$ cat src/rtl/rmud_pkg.sv
// Shared types and codes for the register-mapped unsigned divider.
// No dependencies; used by rmud_regs and the top level.
package rmud_pkg;

  localparam int unsigned WORD_W = 32;
  localparam int unsigned ACT_W  = 2;
  localparam int unsigned ADDR_W = 2;

  // Word actions
  localparam logic [ACT_W-1:0] ACT_READ  = 2'd0;
  localparam logic [ACT_W-1:0] ACT_WRITE = 2'd1;
  localparam logic [ACT_W-1:0] ACT_TICK  = 2'd2;

  // Register map
  localparam logic [ADDR_W-1:0] ADDR_CTRL = 2'd0;
  localparam logic [ADDR_W-1:0] ADDR_QUO  = 2'd1;
  localparam logic [ADDR_W-1:0] ADDR_REM  = 2'd2;

  // Control register bit positions
  localparam int unsigned CTRL_START_BIT = 0;
  localparam int unsigned CTRL_BUSY_BIT  = 1;
  localparam int unsigned CTRL_ERROR_BIT = 2;

  typedef struct packed {
    logic [ACT_W-1:0]  action;
    logic [ADDR_W-1:0] reg_addr;
    logic [WORD_W-1:0] write_value;
  } cmd_t;

  typedef struct packed {
    logic start;
    logic busy;
    logic error;
  } status_t;

endpackage

$ cat src/rtl/rmud_divstep.sv
// One restoring shift-subtract step of the divider.
// Pure combinational; depends on nothing else.
module rmud_divstep #(
  parameter int unsigned DATA_WIDTH = 32
) (
  input  logic [DATA_WIDTH-1:0] rem_in,
  input  logic [DATA_WIDTH-1:0] quo_in,
  input  logic [DATA_WIDTH-1:0] divisor,
  output logic [DATA_WIDTH-1:0] rem_out,
  output logic [DATA_WIDTH-1:0] quo_out
);

  logic [DATA_WIDTH:0] rem_ext;
  logic [DATA_WIDTH:0] div_ext;
  logic [DATA_WIDTH:0] diff;
  logic                ge;

  // Shift the next dividend bit (quotient MSB) into the partial remainder
  assign rem_ext = {rem_in, quo_in[DATA_WIDTH-1]};
  assign div_ext = {1'b0, divisor};
  assign diff    = rem_ext - div_ext;
  assign ge      = (rem_ext >= div_ext);

  assign rem_out = ge ? diff[DATA_WIDTH-1:0] : rem_ext[DATA_WIDTH-1:0];
  assign quo_out = {quo_in[DATA_WIDTH-2:0], ge};

endmodule

$ cat src/rtl/rmud_regs.sv
// Register file and control of the divider: operand, quotient and
// remainder registers, start/busy/error flags. Uses rmud_pkg, rmud_divstep.
module rmud_regs #(
  parameter int unsigned DATA_WIDTH = 32
) (
  input  logic                         clk,
  input  logic                         rst_n,
  input  logic                         cmd_valid,
  input  rmud_pkg::cmd_t               cmd,
  output logic [rmud_pkg::WORD_W-1:0]  read_value,
  output rmud_pkg::status_t            status
);

  localparam int unsigned STEP_W = $clog2(DATA_WIDTH + 1);

  logic                  start_r,  start_nxt;
  logic                  busy_r,   busy_nxt;
  logic                  error_r,  error_nxt;
  logic [DATA_WIDTH-1:0] dvd_r,    dvd_nxt;
  logic [DATA_WIDTH-1:0] dvs_r,    dvs_nxt;
  logic [DATA_WIDTH-1:0] quo_r,    quo_nxt;
  logic [DATA_WIDTH-1:0] rem_r,    rem_nxt;
  logic [STEP_W-1:0]     steps_r,  steps_nxt;

  logic [DATA_WIDTH-1:0] step_rem;
  logic [DATA_WIDTH-1:0] step_quo;
  logic                  new_start;

  rmud_divstep #(
    .DATA_WIDTH(DATA_WIDTH)
  ) u_step (
    .rem_in (rem_r),
    .quo_in (quo_r),
    .divisor(dvs_r),
    .rem_out(step_rem),
    .quo_out(step_quo)
  );

  assign new_start = cmd.write_value[rmud_pkg::CTRL_START_BIT];

  always_comb begin
    start_nxt = start_r;
    busy_nxt  = busy_r;
    error_nxt = error_r;
    dvd_nxt   = dvd_r;
    dvs_nxt   = dvs_r;
    quo_nxt   = quo_r;
    rem_nxt   = rem_r;
    steps_nxt = steps_r;
    if (cmd_valid) begin
      unique case (cmd.action)
        rmud_pkg::ACT_WRITE: begin
          unique case (cmd.reg_addr)
            rmud_pkg::ADDR_CTRL: begin
              start_nxt = new_start;
              if (!new_start) begin
                error_nxt = 1'b0;
              end else if (!start_r && !busy_r) begin
                if (dvs_r == '0) begin
                  error_nxt = 1'b1;
                end else begin
                  error_nxt = 1'b0;
                  busy_nxt  = 1'b1;
                  quo_nxt   = dvd_r;
                  rem_nxt   = '0;
                  steps_nxt = STEP_W'(DATA_WIDTH);
                end
              end
            end
            rmud_pkg::ADDR_QUO: begin
              if (!busy_r) dvd_nxt = cmd.write_value[DATA_WIDTH-1:0];
            end
            rmud_pkg::ADDR_REM: begin
              if (!busy_r) dvs_nxt = cmd.write_value[DATA_WIDTH-1:0];
            end
            default: ;
          endcase
        end
        rmud_pkg::ACT_TICK: begin
          if (busy_r) begin
            quo_nxt   = step_quo;
            rem_nxt   = step_rem;
            steps_nxt = steps_r - STEP_W'(1);
            busy_nxt  = (steps_r != STEP_W'(1));
          end
        end
        default: ;
      endcase
    end
  end

  always_ff @(posedge clk) begin
    if (!rst_n) begin
      start_r <= 1'b0;
      busy_r  <= 1'b0;
      error_r <= 1'b0;
      dvd_r   <= '0;
      dvs_r   <= '0;
      quo_r   <= '0;
      rem_r   <= '0;
      steps_r <= '0;
    end else begin
      start_r <= start_nxt;
      busy_r  <= busy_nxt;
      error_r <= error_nxt;
      dvd_r   <= dvd_nxt;
      dvs_r   <= dvs_nxt;
      quo_r   <= quo_nxt;
      rem_r   <= rem_nxt;
      steps_r <= steps_nxt;
    end
  end

  // Read data from the state before this word's update
  always_comb begin
    read_value = '0;
    if (cmd.action == rmud_pkg::ACT_READ) begin
      unique case (cmd.reg_addr)
        rmud_pkg::ADDR_CTRL: begin
          read_value[rmud_pkg::CTRL_START_BIT] = start_r;
          read_value[rmud_pkg::CTRL_BUSY_BIT]  = busy_r;
          read_value[rmud_pkg::CTRL_ERROR_BIT] = error_r;
        end
        rmud_pkg::ADDR_QUO: read_value = rmud_pkg::WORD_W'(quo_r);
        rmud_pkg::ADDR_REM: read_value = rmud_pkg::WORD_W'(rem_r);
        default:            read_value = '0;
      endcase
    end
  end

  assign status.start = start_r;
  assign status.busy  = busy_r;
  assign status.error = error_r;

endmodule

$ cat src/rtl/register_mapped_unsigned_divider.sv
// Register-mapped unsigned divider, top level. Uses rmud_pkg, rmud_regs.
// An accepted word is held in the input register, then its read data in the result register.
// Throughput: one word per cycle while out_ready is high; a division needs DATA_WIDTH tick words,
// one restoring step per tick in the single shared step unit.
// Reset: synchronous, active low; clears flags, operands and results to 0.
module register_mapped_unsigned_divider #(
  parameter int unsigned DATA_WIDTH = 32
) (
  input  logic                                 clk,
  input  logic                                 rst_n,
  input  logic                                 in_valid,
  output logic                                 in_ready,
  input  logic [rmud_pkg::ACT_W-1:0]           in_action,
  input  logic [rmud_pkg::ADDR_W-1:0]          in_reg_addr,
  input  logic [rmud_pkg::WORD_W-1:0]          in_write_value,
  output logic                                 out_valid,
  input  logic                                 out_ready,
  output logic [rmud_pkg::WORD_W-1:0]          out_read_value
);

  logic                          s1_valid_r;
  rmud_pkg::cmd_t                s1_cmd_r;
  logic                          out_valid_r;
  logic [rmud_pkg::WORD_W-1:0]   out_data_r;
  logic                          s1_adv;
  logic                          in_acc;
  logic [rmud_pkg::WORD_W-1:0]   rd_data;
  rmud_pkg::status_t             status;

  // Word moves from the input register into the result register
  assign s1_adv   = s1_valid_r && (!out_valid_r || out_ready);
  assign in_ready = !s1_valid_r || s1_adv;
  assign in_acc   = in_valid && in_ready;

  rmud_regs #(
    .DATA_WIDTH(DATA_WIDTH)
  ) u_regs (
    .clk       (clk),
    .rst_n     (rst_n),
    .cmd_valid (s1_adv),
    .cmd       (s1_cmd_r),
    .read_value(rd_data),
    .status    (status)
  );

  always_ff @(posedge clk) begin
    if (!rst_n) begin
      s1_valid_r  <= 1'b0;
      out_valid_r <= 1'b0;
    end else begin
      if (in_acc) begin
        s1_valid_r <= 1'b1;
      end else if (s1_adv) begin
        s1_valid_r <= 1'b0;
      end
      if (s1_adv) begin
        out_valid_r <= 1'b1;
      end else if (out_ready) begin
        out_valid_r <= 1'b0;
      end
    end
  end

  always_ff @(posedge clk) begin
    if (in_acc) begin
      s1_cmd_r.action      <= in_action;
      s1_cmd_r.reg_addr    <= in_reg_addr;
      s1_cmd_r.write_value <= in_write_value;
    end
    if (s1_adv) begin
      out_data_r <= rd_data;
    end
  end

  assign out_valid      = out_valid_r;
  assign out_read_value = out_data_r;

`ifndef SYNTH
  // A started division always clears error, and error is only set when idle
  a_busy_no_error: assert property (@(posedge clk) disable iff (!rst_n)
    !(status.busy && status.error))
    else $error("busy and error set together");

  // Busy only drops on the last step of a tick word
  a_busy_fall_tick: assert property (@(posedge clk) disable iff (!rst_n)
    ($fell(status.busy) && $past(rst_n)) |->
      $past(s1_adv && (s1_cmd_r.action == rmud_pkg::ACT_TICK)))
    else $error("busy cleared without a tick");

  // Busy only rises on a control write
  a_busy_rise_write: assert property (@(posedge clk) disable iff (!rst_n)
    $rose(status.busy) |->
      $past(s1_adv && (s1_cmd_r.action == rmud_pkg::ACT_WRITE)
            && (s1_cmd_r.reg_addr == rmud_pkg::ADDR_CTRL)))
    else $error("busy set without a control write");

  // A held input-stage word is not lost or overwritten
  a_s1_hold: assert property (@(posedge clk) disable iff (!rst_n)
    (s1_valid_r && !s1_adv) |=> (s1_valid_r && $stable(s1_cmd_r)))
    else $error("stalled word dropped");
`endif

endmodule
$ cat config.mk
export PLATFORM = sky130hd
export DESIGN_NAME = register_mapped_unsigned_divider
export DESIGN_NICKNAME = d
export VERILOG_FILES = /design/src/rtl/rmud_pkg.sv /design/src/rtl/rmud_divstep.sv /design/src/rtl/rmud_regs.sv /design/src/rtl/register_mapped_unsigned_divider.sv
export SDC_FILE = /design/constraint.sdc
export NUM_CORES = 1
export LEC_CHECK = 0
export BUFFER_PORTS_ARGS = -buffer_cell sky130_fd_sc_hd__buf_2
export CORE_MARGIN = 2
export CORE_UTILIZATION = 43
export DETAILED_ROUTE_END_ITERATION = 10
export PLACE_DENSITY = 0.64
export RECOVER_POWER = 100
export SLEW_MARGIN = 30
export SYNTH_ARGS = -nofsm -noshare
export SYNTH_HDL_FRONTEND = slang
export SYNTH_HIERARCHICAL = 1
export SYNTH_SLANG_ARGS = --single-unit
export TNS_END_PERCENT = 50
$ cat constraint.sdc
create_clock -name clk -period 7.9 [get_ports clk]
set_input_delay 0.79 -clock clk [delete_from_list [all_inputs] [get_ports clk]]
set_output_delay 0.79 -clock clk [all_outputs]
set_load 0.05 [all_outputs]
-- Yosys cells after proc, flatten, opt, wreduce, memory -nomap -nowiden
Cells that the tools add are included.
- eq/ne operators: 11
- bitwise operators: 1
- order comparisons: 1
- add/subtract/negate cells: 2
- mux-type cells: 34
- reductions and logical operators: 21
- operators by type and width (operator ; number):
    $mux 32 ; 11
    $pmux 32 s2 ; 2
    $pmux 29 s2 ; 1
    $ge 33x32->1 ; 1
    $logic_not 32->1 ; 1
    $sub 32x32->32 ; 1
    $mux 6 ; 5
    $mux 1 ; 12
    $pmux 6 s2 ; 1
    $reduce_and 4->1 ; 3
    $pmux 3 s3 ; 1
    $ne 2x1->1 const B ; 4
    $reduce_and 7->1 ; 1
    $ne 6x1->1 const B ; 1
    $reduce_and 6->1 ; 1
    $reduce_bool 2->1 ; 3
    $sub 6x1->6 const B ; 1
    $eq 2x1->1 const B ; 2
    $eq 2x2->1 const B ; 2
    $logic_not 1->1 ; 4
    $logic_not 2->1 ; 2
    $ne 2x2->1 const B ; 2
    $logic_and 1x1->1 ; 3
    $reduce_and 3->1 ; 1
    3 further kinds ; 4
- bits of input ports: 40
- flip-flop bits (word level): 207
- word-level logic and storage cells: 84
- output and inout port bits: 34

-- Longest topological paths before layout
- word-level depth: 6
- gate-level depth with buffers: 17
- depth with buffers taken out: 13

-- Modules after synthesis
The synthesis kept the hierarchy.
- modules (own cells, without submodules) (module ; times used ; area an instance (µm²) ; cells each ; seq. area each (µm²)):
    rmud_regs ; 1 ; 7209.4 ; 856 ; 2742.6
    rmud_divstep ; 1 ; 2571.2 ; 355 ; 0.0
    register_mapped_unsigned_divider ; 1 ; 2145.8 ; 77 ; 2082.0

-- Worst setup path before layout
No wires, ideal clock.
- path type: input to register
- start: input out_ready
- end: register u_regs.steps_r[2]
- path buffers: 1
- stages on the path: 7
- data arrival time: 3.624 ns
- data required time: 7.820 ns
- setup slack: 4.195 ns
- setup time: 0.080 ns
- cell sequence: nor2b_4 -> nor2b_1 -> and4b_1 -> buf_4 -> a32oi_2 -> or4_1 -> o211ai_1
- longest elaborated chain between the ends: 3
- RTL lines (element ; line ; text):
    start, declared ; register_mapped_unsigned_divider.sv:17 ; input logic out_ready,
    $logic_or 1x1->1 ; register_mapped_unsigned_divider.sv:31 ; assign s1_adv = s1_valid_r && (!out_valid_r || out_ready);
    $logic_and 1x1->1 ; register_mapped_unsigned_divider.sv:31 ;
    via s1_adv ; register_mapped_unsigned_divider.sv:25 ; logic s1_adv;
    $reduce_and 7->1 (no source line) ; n/a ;
    end signal, assigned ; rmud_regs.sv:110 ; steps_r <= steps_nxt;
    end, declared ; rmud_regs.sv:23 ; logic [STEP_W-1:0] steps_r, steps_nxt;
The timed path passes the listed nets, and every way through them passes these cells.
A chain may end at the register's enable or synchronous reset.

-- Worst setup path after layout
- start: register out_valid_r (netlist: out_valid)
- end: register u_regs.quo_r[19]
- longest elaborated chain between the ends: 4
- RTL lines (element ; line ; text):
    start, declared ; register_mapped_unsigned_divider.sv:23 ; logic out_valid_r;
    start signal, assigned ; register_mapped_unsigned_divider.sv:49 ; out_valid_r <= 1'b0;
    start signal, assigned ; register_mapped_unsigned_divider.sv:57 ; out_valid_r <= 1'b1;
    start signal, assigned ; register_mapped_unsigned_divider.sv:59 ; out_valid_r <= 1'b0;
    $logic_not 1->1 ; register_mapped_unsigned_divider.sv:31 ;
    $logic_or 1x1->1 ; register_mapped_unsigned_divider.sv:31 ;
    $logic_and 1x1->1 ; register_mapped_unsigned_divider.sv:31 ;
    via s1_adv ; register_mapped_unsigned_divider.sv:25 ;
    $reduce_and 7->1 (no source line) ; n/a ;
    end signal, assigned ; rmud_regs.sv:108 ; quo_r <= quo_nxt;
    end, declared ; rmud_regs.sv:21 ; logic [DATA_WIDTH-1:0] quo_r, quo_nxt;
The timed path passes the listed nets, and every way through them passes these cells.

==> flow_metrics.env <==
export IMPL_status="complete, but fails checks"
export IMPL_violated_checks="max-capacitance violations, max-slew violations"
export IMPL_core_area_sq_mm=0.02710
export IMPL_cts_buf_count=23
export IMPL_finish_utilization_pct=47.35
export IMPL_share_of_total_power_consumed_by_net_switching_pct=25.15
export IMPL_tns_ns=0
export IMPL_worst_setup_hold_path_clk_slew_ns=0.06
export IMPL_total_length_of_routed_wires_mm=32.20
export IMPL_cts_tree="done"
export IMPL_yosys_warnings=6
export IMPL_num_rows=60
export IMPL_layout_drive_gt1_share_pct=12.44
export IMPL_globalRouteTotalUtil_pct=22.11
export IMPL_clock_latency_ns=0.52
export IMPL_post_synth_inst_count=1285
export IMPL_post_drt_via_cell_ratio=5.847
export IMPL_maxSlewHeadroom_pct=-24.99
export IMPL_cts_resized=0
export IMPL_floorplan_die_height_um=170.4
export IMPL_internal_power_w=0.001828
export IMPL_cts_hold_repair_buffers=0
export IMPL_post_place_cells=1615
export IMPL_cts_setup_buffers=0
export IMPL_first_pass_iters=5
export IMPL_critical_path_required_ns=8.32
export IMPL_final_nets=1348
export IMPL_placement_io_buffers=73
export IMPL_drt_drc_violations_left=0
export IMPL_max_freq_mhz=197.3
export IMPL_synthToLayoutAreaGrowth_pct=7.799
export IMPL_worst_setup_path_start_kind="register"
export IMPL_total_switching_power_w=0.0006144
export IMPL_pwr_share_comb_pct=9.8
export IMPL_finalHoldViolCount=0
export IMPL_ir_drop_uv=154.9
export IMPL_final_setup_viols=0
export IMPL_grt_pass1_vias=9313
export IMPL_ctsHtreeMaxLevel=1
export IMPL_detail_route_wl_per_cell_um=19.41
export IMPL_final_period_utilization_pct=64.16
export IMPL_synth_net_count=1364
export IMPL_antenna_found_initial=0
export IMPL_grt_start_max_net_pins=79
export IMPL_layout_filler_cells=2588
export IMPL_slew_violations=160
export IMPL_fp_dieW_um=170.4
export IMPL_route_vias_total=9700
export IMPL_rsz_0062_raised_after_global_routing="no"
export IMPL_power_frac_clock_pct=43.7
export IMPL_critical_path_arrival_ns=5.48
export IMPL_timing_hold_worst_class="in -> reg"
export IMPL_io_pin_count=74
export IMPL_gr_total_overflow=0
export IMPL_routabilityCongestion=0.8926
export IMPL_clock_sinks=207
export IMPL_timing_worst_slew_pin_value_ns=1.875
export IMPL_cp_max_fo=37
export IMPL_min_period_ns=5.069
export IMPL_first_iter_violations=877
export IMPL_finClkSkew_ns=0.02280
export IMPL_fin_hold_ws_ns=0.4389
export IMPL_finish_cell_count_without_fillers=1659
export IMPL_postRouteAntennaNets=0
export IMPL_wire_length_of_the_first_global_routing_pass_mm=51.12
export IMPL_crit_path_category="reg -> reg"
export IMPL_clock_tree_root_cell="clkbuf_16"
export IMPL_leakagePower_nw=4.714
export IMPL_crit_path_end_kind="register"
export IMPL_clock_path_buffers=3
export IMPL_initial_core_util_pct=43.92
export IMPL_syn_cell_area_sq_mm=0.01190
export IMPL_dpl_hpwl_mm=21.01
export IMPL_syn_area_per_cell_sq_um=9.264
export IMPL_cap_violations=5
export IMPL_setup_slack_ns=2.831
export IMPL_die_area_sq_mm=0.02903
export IMPL_seq_power_share_pct=46.5
export IMPL_power_per_cell_area_mw_per_mm2=190.4
export IMPL_preCtsSetupSlack_ns=4.051
## sequential cells by signal (all words and copies together) (netlist names)
register        flops
u_regs/start_r      1
u_regs/quo_r       32
out_valid           1
u_regs/dvs_r       32
s1_cmd_r           36
u_regs/steps_r      6
s1_valid_r          1
out_read_value     32
u_regs/error_r      1
u_regs/rem_r       32
u_regs/busy_r       1
u_regs/dvd_r       32
## path summary, 6_finish.rpt
kind	startpoint	to	slack, ns	depth (start not counted)
setup / recovery	out_valid$_SDFFE_PN0P_	u_regs/quo_r[19]$_SDFFE_PN0P_	2.83	9
hold / removal	in_write_value[12]	s1_cmd_r[12]$_DFFE_PP_	0.44	1
setup reg to reg	out_valid$_SDFFE_PN0P_	u_regs/quo_r[19]$_SDFFE_PN0P_	2.83	9
hold reg to reg	u_regs/error_r$_SDFFE_PN0P_	u_regs/error_r$_SDFFE_PN0P_	0.45	2
## power by group through the flow
stage               Sequential [W]  Clock [W]  Combinational [W]
floorplan                  0.00117          0           0.000157
global placement           0.00116          0           0.000238
detailed placement         0.00116          0           0.000243
CTS                        0.00113    0.00109           0.000243
global route               0.00114    0.00113           0.000255
finish                     0.00114    0.00107           0.000241
## cells in the final DEF, fill, tap and decap left out, types with 10 or more instances in the layout
| cell | instances |
|---|---|
| nand2_1 | 192 |
| a21oi_1 | 161 |
| dfxtp_1 | 139 |
| edfxtp_1 | 68 |
| mux2i_1 | 68 |
| nor2_1 | 62 |
| clkbuf_1 | 47 |
| inv_1 | 46 |
| buf_2 | 38 |
| ha_1 | 38 |
| a22o_1 | 33 |
| a211o_1 | 33 |
| o221ai_1 | 32 |
| a22oi_1 | 29 |
| a211oi_2 | 25 |
| clkbuf_16 | 24 |
| mux2_2 | 20 |
| xnor2_1 | 18 |
| o21ai_0 | 15 |
| buf_4 | 13 |
| a211oi_1 | 12 |
| a31oi_1 | 10 |
| nor4_1 | 10 |
| nand4_1 | 10 |
## stage by stage
stage | area [sq um] | power [W]
floorplan | 11900 | 0.001330
global route | 12830 | 0.002522
detailed placement | 12220 | 0.001401
CTS | 12980 | 0.002467
global placement | 12180 | 0.001396
finish | 12830 | 0.002443
## layout make-up
cell class	instances	area, sq um	share of cell area (%)
Tap cell	372	465.4	3.627
Multi-Input combinational cell	896	6152	47.94
Timing Repair Buffer	93	445.4	3.471
Sequential cell	207	4825	37.60
Clock buffer	34	688.2	5.363
Antenna cell	1	2.502	0.01950
Inverter	48	182.7	1.424
Clock inverter	8	71.32	0.5558
## metal layers
layer / track usage (%) / wire length, um
met2: 34.61 / 14170
met3: 3.000 / 2318
met4: 6.392 / 676
met1: 31.85 / 15030
met5: 0 / 0
## critical path, stage by stage (launching register included)
cell	delay, ns
dfxtp_1	0.34
nor2b_1	0.17
nor2b_1	0.87
clkbuf_1	1.06
and4b_1	0.38
buf_4	0.42
a32oi_1	0.40
clkbuf_1	0.75
a211o_1	0.46
o221ai_1	0.07
(Power assumes the default switching activity.)
